--- src/rtl/sprite_quad_vertex_generator_assert.svh ---
// Assertion macros for the sprite quad vertex generator.
// Each expects clk and rst in scope.
`ifndef SPRITE_QUAD_VERTEX_GENERATOR_ASSERT_SVH
`define SPRITE_QUAD_VERTEX_GENERATOR_ASSERT_SVH

// Property must hold at every clock edge outside reset.
`define SQVG_CHECK(lbl, prop, msg) \
  lbl: assert property (@(posedge clk) disable iff (rst) (prop)) else $error(msg);

// Condition must never be seen outside reset.
`define SQVG_NEVER(lbl, cond, msg) \
  lbl: assert property (@(posedge clk) disable iff (rst) !(cond)) else $error(msg);

`endif

--- src/rtl/sqvg_pkg.sv ---
// ----------------------------------------------------------------------------
// sqvg_pkg
// Shared types and constants for the sprite quad vertex generator.
// ----------------------------------------------------------------------------
package sqvg_pkg;

  localparam int SLOT_COUNT = 31;
  localparam int SLOT_W     = 5;
  localparam int NUM_REGS   = 6;
  localparam int CFG_IDX_W  = 3;
  localparam int CFG_W      = 64;

  typedef struct packed {
    logic signed [31:0] pos_x;
    logic signed [31:0] pos_y;
    logic signed [31:0] pos_z;
    logic signed [31:0] width;
    logic signed [31:0] height;
    logic [63:0]        colour_channels;
    logic [31:0]        texture_id;
    logic [63:0]        uv_corner0;
    logic [63:0]        uv_corner1;
    logic [63:0]        uv_corner2;
    logic [63:0]        uv_corner3;
  } sprite_in_t;

  typedef struct packed {
    logic signed [31:0] vert_x;
    logic signed [31:0] vert_y;
    logic signed [31:0] vert_z;
    logic [31:0]        tex_u;
    logic [31:0]        tex_v;
    logic [4:0]         slot;
    logic [31:0]        packed_colour;
    logic               flush_before;
    logic               last_corner;
  } vertex_out_t;

  typedef struct packed {
    logic       load_in;
    logic       compare;
    logic       resolve;
    logic       mac;
    logic [1:0] col;
    logic [1:0] corner;
    logic       emit;
  } sqvg_cmd_t;

  typedef struct packed {
    logic out_busy;
  } sqvg_status_t;

  typedef enum logic [4:0] {
    ST_IDLE    = 5'b00001,
    ST_COMPARE = 5'b00010,
    ST_RESOLVE = 5'b00100,
    ST_MAC     = 5'b01000,
    ST_EMIT    = 5'b10000
  } sqvg_state_t;

  localparam logic [1:0] COL_X     = 2'd0;
  localparam logic [1:0] COL_Y     = 2'd1;
  localparam logic [1:0] COL_Z     = 2'd2;
  localparam logic [1:0] COL_TRANS = 2'd3;
  localparam logic [1:0] CORNER_LAST = 2'd3;

endpackage

--- src/rtl/sqvg_ctrl.sv ---
// ----------------------------------------------------------------------------
// sqvg_ctrl
// Sequencer: accept, slot lookup, then four corners of multiply-accumulate and emit.
// ----------------------------------------------------------------------------
module sqvg_ctrl (
  input  logic                  clk,
  input  logic                  rst,
  input  logic                  in_valid,
  output logic                  in_stall,
  input  sqvg_pkg::sqvg_status_t st,
  output sqvg_pkg::sqvg_cmd_t    cmd
);

  sqvg_pkg::sqvg_state_t state, state_next;
  logic [1:0] col, col_next;
  logic [1:0] corner, corner_next;

  assign in_stall = (state != sqvg_pkg::ST_IDLE);

  always_comb begin
    state_next  = state;
    col_next    = col;
    corner_next = corner;
    cmd         = '0;
    cmd.col     = col;
    cmd.corner  = corner;
    case (state)
      sqvg_pkg::ST_IDLE: begin
        if (in_valid) begin
          cmd.load_in = 1'b1;
          state_next  = sqvg_pkg::ST_COMPARE;
        end
      end
      sqvg_pkg::ST_COMPARE: begin
        cmd.compare = 1'b1;
        state_next  = sqvg_pkg::ST_RESOLVE;
      end
      sqvg_pkg::ST_RESOLVE: begin
        cmd.resolve = 1'b1;
        col_next    = sqvg_pkg::COL_X;
        corner_next = 2'd0;
        state_next  = sqvg_pkg::ST_MAC;
      end
      sqvg_pkg::ST_MAC: begin
        cmd.mac  = 1'b1;
        col_next = col + 2'd1;
        if (col == sqvg_pkg::COL_TRANS) begin
          state_next = sqvg_pkg::ST_EMIT;
        end
      end
      sqvg_pkg::ST_EMIT: begin
        if (!st.out_busy) begin
          cmd.emit = 1'b1;
          col_next = sqvg_pkg::COL_X;
          if (corner == sqvg_pkg::CORNER_LAST) begin
            corner_next = 2'd0;
            state_next  = sqvg_pkg::ST_IDLE;
          end else begin
            corner_next = corner + 2'd1;
            state_next  = sqvg_pkg::ST_MAC;
          end
        end
      end
      default: begin
        state_next = sqvg_pkg::ST_IDLE;
      end
    endcase
  end

  always_ff @(posedge clk) begin
    if (rst) begin
      state  <= sqvg_pkg::ST_IDLE;
      col    <= '0;
      corner <= '0;
    end else begin
      state  <= state_next;
      col    <= col_next;
      corner <= corner_next;
    end
  end

endmodule

--- config.mk ---
export PLATFORM = sky130hd
export DESIGN_NAME = sqvg_ctrl
export DESIGN_NICKNAME = d
export VERILOG_FILES = /design/src/rtl/sprite_quad_vertex_generator_assert.svh /design/src/rtl/sqvg_pkg.sv /design/src/rtl/sqvg_ctrl.sv
export SDC_FILE = /design/constraint.sdc
export NUM_CORES = 1
export LEC_CHECK = 0
export ABC_CLOCK_PERIOD_IN_PS = 4500
export CORE_AREA = 2 2 39 41
export DETAILED_ROUTE_END_ITERATION = 12
export DIE_AREA = 0 0 41 43
export DONT_BUFFER_PORTS = 1
export PLACE_DENSITY = 0.63
export SLEW_MARGIN = 20
export SYNTH_ARGS = -nofsm -noshare
export SYNTH_HDL_FRONTEND = slang
export SYNTH_SLANG_ARGS = --single-unit
--- constraint.sdc ---
create_clock -name clk -period 4.5 [get_ports clk]
set_clock_uncertainty 0.15 [all_clocks]
set_input_delay 0.9 -clock clk [delete_from_list [all_inputs] [get_ports clk]]
set_output_delay 0.9 -clock clk [all_outputs]
set_load 0.01 [all_outputs]
After elaboration in Yosys (flattened, before gate mapping)
Cells that the tools add are included.
W data, S select, Z words.
Storage, ports and cells
  flip-flop bits (word level): 9
  input bits: 4
  output and inout bits: 10
  logic and storage cells: 38
Operators by class
  $add $sub $neg: 2
  eq/ne operators: 11
  muxes and demuxes: 17
  reductions and logical operators: 5
Operators with widths (count)
  $pmux W5 S5: 1
  $mux W5: 3
  $mux W1: 7
  $mux W2: 3
  $ne A2 B2 Y1 const B: 3
  $pmux W2 S3: 1
  $eq A5 B1 Y1 const B: 1
  $eq A5 B2 Y1 const B: 1
  $eq A5 B3 Y1 const B: 1
  $eq A5 B4 Y1 const B: 1
  $eq A5 B5 Y1 const B: 1
  $ne A5 B1 Y1 const B: 1
  $add A2 B1 Y2 const B: 2
  $eq A2 B2 Y1 const B: 2
  $mux W4: 1
  $pmux W2 S2: 1
  $reduce_and A2 Y1: 2
  $reduce_and A3 Y1: 1
  $reduce_bool A3 Y1: 1
  $reduce_bool A2 Y1: 1

Longest topological paths before layout
Gate-level depths: netlist of the first run.
  depth after elaboration: 4
  mapped depth: 6
  gate-level depth less buffers: 5

Least setup slack after synthesis of the first run
Ideal clock, no wire load.
  path type: input port to output port
  start: in st
  end: out cmd[0] (netlist name)
  arrival: 1201 ps
  data required time: 3450 ps
  slack: 2249 ps
  cell stages on the path: 1
  path buffers: 0
  cells stage by stage: nor3_1
On the way
  longest elaborated chain between the ends: 2
RTL lines
  start, declared: line sqvg_ctrl.sv:10  | input sqvg_pkg::sqvg_status_t st,
  $mux W1: line sqvg_ctrl.sv:52  | if (!st.out_busy) begin
  $mux W1: line sqvg_ctrl.sv:27  | case (state)
  end, declared: line sqvg_ctrl.sv:11  | output sqvg_pkg::sqvg_cmd_t cmd
No other way between the ends.

==> results.yml, run 1 <==
pwr:
  leakage_nw: 0.223
  power_mw: 0.166
  p_per_area_mw_per_mm2: 282
  peakVddDrop_mv: 0.139
sta:
  fmax_mhz: 399
  period_minus_slack_ns: 2.51
  slew_headroom_pct: 75.1
  worst_pin_slew_ns: 0.373
  finalSetupTns_ns: 0
  final_max_slew_viol_count: 0
  period_share_pct: 55.7
  hold_viol: 0
  setup-violations-final: 0
  rsz0062_at_grt: "false"
routing:
  drt_iter0_markers: 14
  vias: 478
  drt-vias-per-instance: 5.76
  antenna_left: 0
  wire_per_inst_um: 13.0
  dr.pass1.iters: 4
  drt-total-wl_um: 1080
  drc: 0
yosys:
  synth-edff-count: 0
  synth-async-reset-ratio_pct: 0
  synth_area_per_cell_um2: 8.51
  syn_inst: 70
  ys_ff_latch: 9
  yosysWarningCount: 0
  ys_types: 36
  synthesis.nets: 76
  ys_seq_area_share_pct: 30.3
  ys.flop_type: "dfxtp_1"
  synth_area_um2: 596
die:
  die_w_um: 41
  fp-row-count: 14
  die_area_mm2: 0.00176
  fp.dieH_um: 43
  floorplan.initialDensity_pct: 43.0
  coreArea_mm2: 0.00138
  io_pins: 14
setup_path:
  rrSetupSlack_ns: 2.88
  worstSetupPathType: "register to output port"
  cp-end-kind: "output port"
  cp-start-kind: "register"
  critPathSlowestCell: "dfxtp_1"
  rr_startpoint: "corner[0]"
  crit_required_ns: 3.45
  path_buf_inv: 0
  critPathMaxStageDelay_ns: 0.42
  cp_cell_sequence: "nor3_1 > nand3b_1 > nor2_1"
  crit_fanout: 10
  r2r_cells: 4
  r2r_end: "state[0]"
  cp_top_family: "simple AND/OR/NAND/NOR gates"
  crit_arrival_ns: 1.46
clock_network:
  cts-root-buf: "clkbuf_4"
  cts_buffers: 3
  clock_latency_ns: 0.25
  cts_resized: 0
  h-tree-depth: 1
  cts_hold_buf: 0
  cts_tree: "yes"
  cts_max_path_buffers: 2
  clkSlewWorstSetupHoldPaths_ns: 0.06
  post_cts_buffers: 0
  clock-sinks: 9
min_path:
  min_path_cells: 2
  worst_hold_path.endpoint: "col[1]"
  min_from: "col[1]"
  min-delay-path-class: "register to register"
place:
  hpwl_um: 766
  dpl-instance-area_um2: 561
  numPortBuffers: 0
  gp_congestion: 0.830
finish:
  n_fill_cell: 151
  drive_gt1_share_pct: 13.4
  area_growth_pct: -1.47
  diodes: 0
  final_nets: 74
  design_area_um2: 587
global_route:
  grt_max_degree: 12
  grt_first_pass_wirelength_um: 1730
  grt_pass1_vias: 424
  grt-ovfl-total: 0
  grt_usage_pct: 14.4
  antenna_found_initial: 0
outcome:
  status: "complete, no violations"
flow_run:
  cap_violations: 0
==> worst min-delay path, delay by kind of cell (launching register included) <==
kind            cells  cell delay (ns)
compound gates      2             0.15
flops               1             0.35
==> stage by stage <==
stage,instances,utilization (%),hold slack (ns),setup slack (ns)
floorplan,70,-,0.358,2.25
global placement,79,40.5,0.384,2.23
detailed placement,79,40.5,0.385,2.22
CTS,83,42.4,0.396,1.99
global route,83,42.4,0.429,1.85
finish,83,42.4,0.389,1.99
==> synth_stat cells (2+ instances only) <==
master   instances  area [µm²]
nor2_1          10        37.5
inv_1            3        11.3
nand2_1          2        7.51
nor2b_1          2        12.5
and3_1           3        18.8
a21oi_1          2        10.0
ha_1             2        25.0
nor4_1           3        18.8
dfxtp_1          9         180
mux2i_1          2        20.0
o31ai_1          2        15.0
buf_2            2        10.0
buf_6            3        33.8
nor3_1           3        15.0
==> where the power goes <==
part / switching [mW] / total [mW] / internal (mW) / leakage [nW]
clock: 0.0275 / 0.0616 / 0.0341 / 0.0150
combinational: 0.00906 / 0.0170 / 0.00795 / 0.135
sequential: 0.00533 / 0.0870 / 0.0817 / 0.0730
total: 0.0419 / 0.166 / 0.124 / 0.223
==> cell families (layout without fill, tap and decap cells) <==
logic type	Yosys count	after routing	share of synthesized area (%)
compound gates	10	10	11.3
mux	2	2	3.36
simple gates	36	36	38.2
buf+inv	10	7	11.1
flops	9	9	30.3
xor+xnor	1	1	1.47
fa+ha+maj	2	2	4.20
==> flip-flops by register name, indices dropped and copies added, names as in the netlist <==
signal / flops
state: 5
col: 2
corner: 2
==> per-layer routing <==
metal | vias to the layer above | wire (µm) | track usage (%)
li1 | 243 | - | -
met1 | 217 | 534 | 20.7
met2 | 16 | 470 | 18.4
met3 | 2 | 66 | 2.62
met4 | 0 | 9 | 10.0
met5 | - | 0 | 0
==> placed cells by master (no fill, tap or decap), types with 3 or more instances in the layout <==
master,synthesis,final
nor3_1,3,3
nor4_1,3,3
clkbuf_4,0,3
and3_1,3,3
inv_1,3,3
nor2_1,10,10
dfxtp_1,9,9
==> worst max path at each step <==
stage / from / end / slack, ns / cells past startpoint
after floorplan: st / cmd[0] / 2.25 / 1
after CTS: state[0] / cmd[0] / 1.99 / 2
after detailed placement: st / cmd[0] / 2.22 / 1
after global placement: st / cmd[0] / 2.23 / 1
after global routing: state[4] / cmd[8] / 1.85 / 3
final: state[4] / cmd[8] / 1.99 / 3
==> layout make-up <==
type	count	area [µm²]	share of cell area, %
Multi-Input combinational cell	51	349	59.5
Sequential cell	9	180	30.7
Tap cell	16	20.0	3.41
Inverter	3	11.3	1.92
Clock buffer	4	26.3	4.48
No activity file was read; power rests on OpenSTA's default activity.
==> inputs of run 2 (changes only) <==
--- a/config.mk
+++ b/config.mk
@@ -5,7 +5,7 @@
 export SDC_FILE = /design/constraint.sdc
 export NUM_CORES = 1
 export LEC_CHECK = 0
-export ABC_CLOCK_PERIOD_IN_PS = 4500
+export ABC_CLOCK_PERIOD_IN_PS = 2370
 export CORE_AREA = 2 2 39 41
 export DETAILED_ROUTE_END_ITERATION = 12
 export DIE_AREA = 0 0 41 43
==> constraint.sdc (replaced) <==
create_clock -name clk -period 2.37 [get_ports clk]
set_clock_uncertainty 0.15 [all_clocks]
set_input_delay 0.474 -clock clk [delete_from_list [all_inputs] [get_ports clk]]
set_output_delay 0.474 -clock clk [all_outputs]
set_load 0.01 [all_outputs]
==> run 2 against run 1 <==
Effect of this change:
- utilization grew 0.54 points
- critical endpoint unchanged
- total power grew 89%
- critical path depth is the same
- final area grew 1.3%
- worst setup slack lost 1.7 ns
- cell count grew 1.2%
- flip-flop and latch count is the same
- register-to-register slack lost 2.1 ns
- combinational power grew 120%
==> results.yml, run 2 (synthesis results as in run 1) <==
outcome:
  status: "complete, no violations"
global_route:
  grt_pass1_vias: 435
  grt_max_degree: 11
  grt-ovfl-total: 0
  antenna_found_initial: 0
  grt_usage_pct: 15.0
  grt_first_pass_wirelength_um: 1770
sta:
  slew_headroom_pct: 75.9
  hold_viol: 0
  finalSetupTns_ns: 0
  setup-violations-final: 0
  period_share_pct: 87.4
  worst_pin_slew_ns: 0.358
  final_max_slew_viol_count: 0
  rsz0062_at_grt: "false"
  period_minus_slack_ns: 2.07
  fmax_mhz: 483
setup_path:
  startpoint: "state[4]"
  crit_fanout: 10
  crit_required_ns: 1.75
  crit_arrival_ns: 1.45
  r2r_cells: 4
  rr_startpoint: "corner[0]"
  cp-endpoint: "cmd[8]"
  worstSetupPathType: "register to output port"
  r2r_end: "state[0]"
  rrSetupSlack_ns: 0.74
  cp-start-kind: "register"
  cp-end-kind: "output port"
clock_network:
  cts-root-buf: "clkbuf_4"
  clkSlewWorstSetupHoldPaths_ns: 0.06
  clock-sinks: 9
  clock_latency_ns: 0.25
  h-tree-depth: 1
  cts_hold_buf: 0
  cts_buffers: 3
  cts_tree: "yes"
  post_cts_buffers: 0
  cts_max_path_buffers: 2
  cts_resized: 0
place:
  gp_congestion: 0.829
  dp.cells: 80
  hpwl_um: 828
  numPortBuffers: 0
min_path:
  min-delay-path-class: "input pin to register"
  min_from: "rst"
die:
  fp-row-count: 14
  coreArea_mm2: 0.00138
  fp.dieH_um: 43
  io_pins: 14
  die_w_um: 41
  floorplan.initialDensity_pct: 43.0
  die_area_mm2: 0.00176
finish:
  reg_top3: "state: 5 flops, col: 2 flops, corner: 2 flops"
  regMostFlops: "state"
  final_nets: 75
  mostFrequentLayoutCells: "nor2_1 (10), dfxtp_1 (9)"
  area_growth_pct: -0.210
  largest_register_ffs: 5
  mostFrequentLayoutCell: "nor2_1"
  diodes: 0
  final_util_pct: 42.9
  post_layout_nonfiller_instances: 84
  drive_gt1_share_pct: 14.7
pwr:
  power_frac_comb_pct: 11.9
  leakage_nw: 0.228
  p_switching_mw: 0.0768
  switching_share_pct: 24.5
  p_per_area_mw_per_mm2: 527
  p_int_mw: 0.237
  p_clk_share_pct: 36.3
  pwr-share-seq_pct: 51.9
  peakVddDrop_mv: 0.234
routing:
  drt-total-wl_um: 1110
  drt-vias-per-instance: 5.83
  drc: 0
  dr.pass1.iters: 4
  antenna_left: 0
  vias: 490
  drt_iter0_markers: 7
  wire_per_inst_um: 13.2
flow_run:
  cap_violations: 0
## run 2: cell count changes in the layout (fill, tap and decap cells not counted), sizes merged
cell	previous run	this run
buf	0	1
## run 2: area by class of cell
class | count | area, µm²
Fill cell | 149 | 790
Tap cell | 16 | 20.0
Clock buffer | 4 | 26.3
Timing Repair Buffer | 1 | 7.51
Inverter | 3 | 11.3
Multi-Input combinational cell | 51 | 349
Sequential cell | 9 | 180
## run 2: worst max-delay path, cell delays in order, from the launching register on
cell and delay, ns:
dfxtp_1 0.41, nor3_1 0.32, nand3b_1 0.23, nor2_1 0.23
## run 2: per-layer routing
metal	routed length (µm)	part of all wire (%)	GRT usage [%]	vias up
li1	-	-	-	252
met1	528	48	19.4	218
met2	476	43	20.0	18
met3	94	8.5	6.81	2
met4	8	0.72	8.00	0
met5	0	0	0	-
## run 2: power by group through the flow
stage	registers (mW)	clock network, mW	logic (mW)
after floorplan	0.160	0	0.0448
after global placement	0.166	0	0.0371
after detailed placement	0.166	0	0.0375
after CTS	0.162	0.119	0.0375
after global routing	0.163	0.131	0.0413
final	0.163	0.114	0.0372
## run 2: how the worst min path moves through the flow
stage,depth (start not counted),endpoint,slack [ns]
6_report,1,col[1],0.13
2_1_floorplan,2,col[1],0.36
3_3_place_gp,2,col[1],0.39
4_1_cts,1,col[1],0.12
5_1_grt,1,col[0],0.11
3_5_place_dp,2,col[1],0.39
## run 2: through the flow
| step | hold WS (ns) | setup WS [ns] | total power, mW | instance area [µm²] |
|---|---|---|---|---|
| after global placement | 0.392 | 0.590 | 0.203 | 568 |
| after detailed placement | 0.390 | 0.576 | 0.203 | 568 |
| after global routing | 0.114 | 0.177 | 0.335 | 594 |
| after CTS | 0.120 | 0.292 | 0.319 | 594 |
| final | 0.131 | 0.299 | 0.313 | 594 |
| after floorplan | 0.358 | 0.629 | 0.205 | 596 |
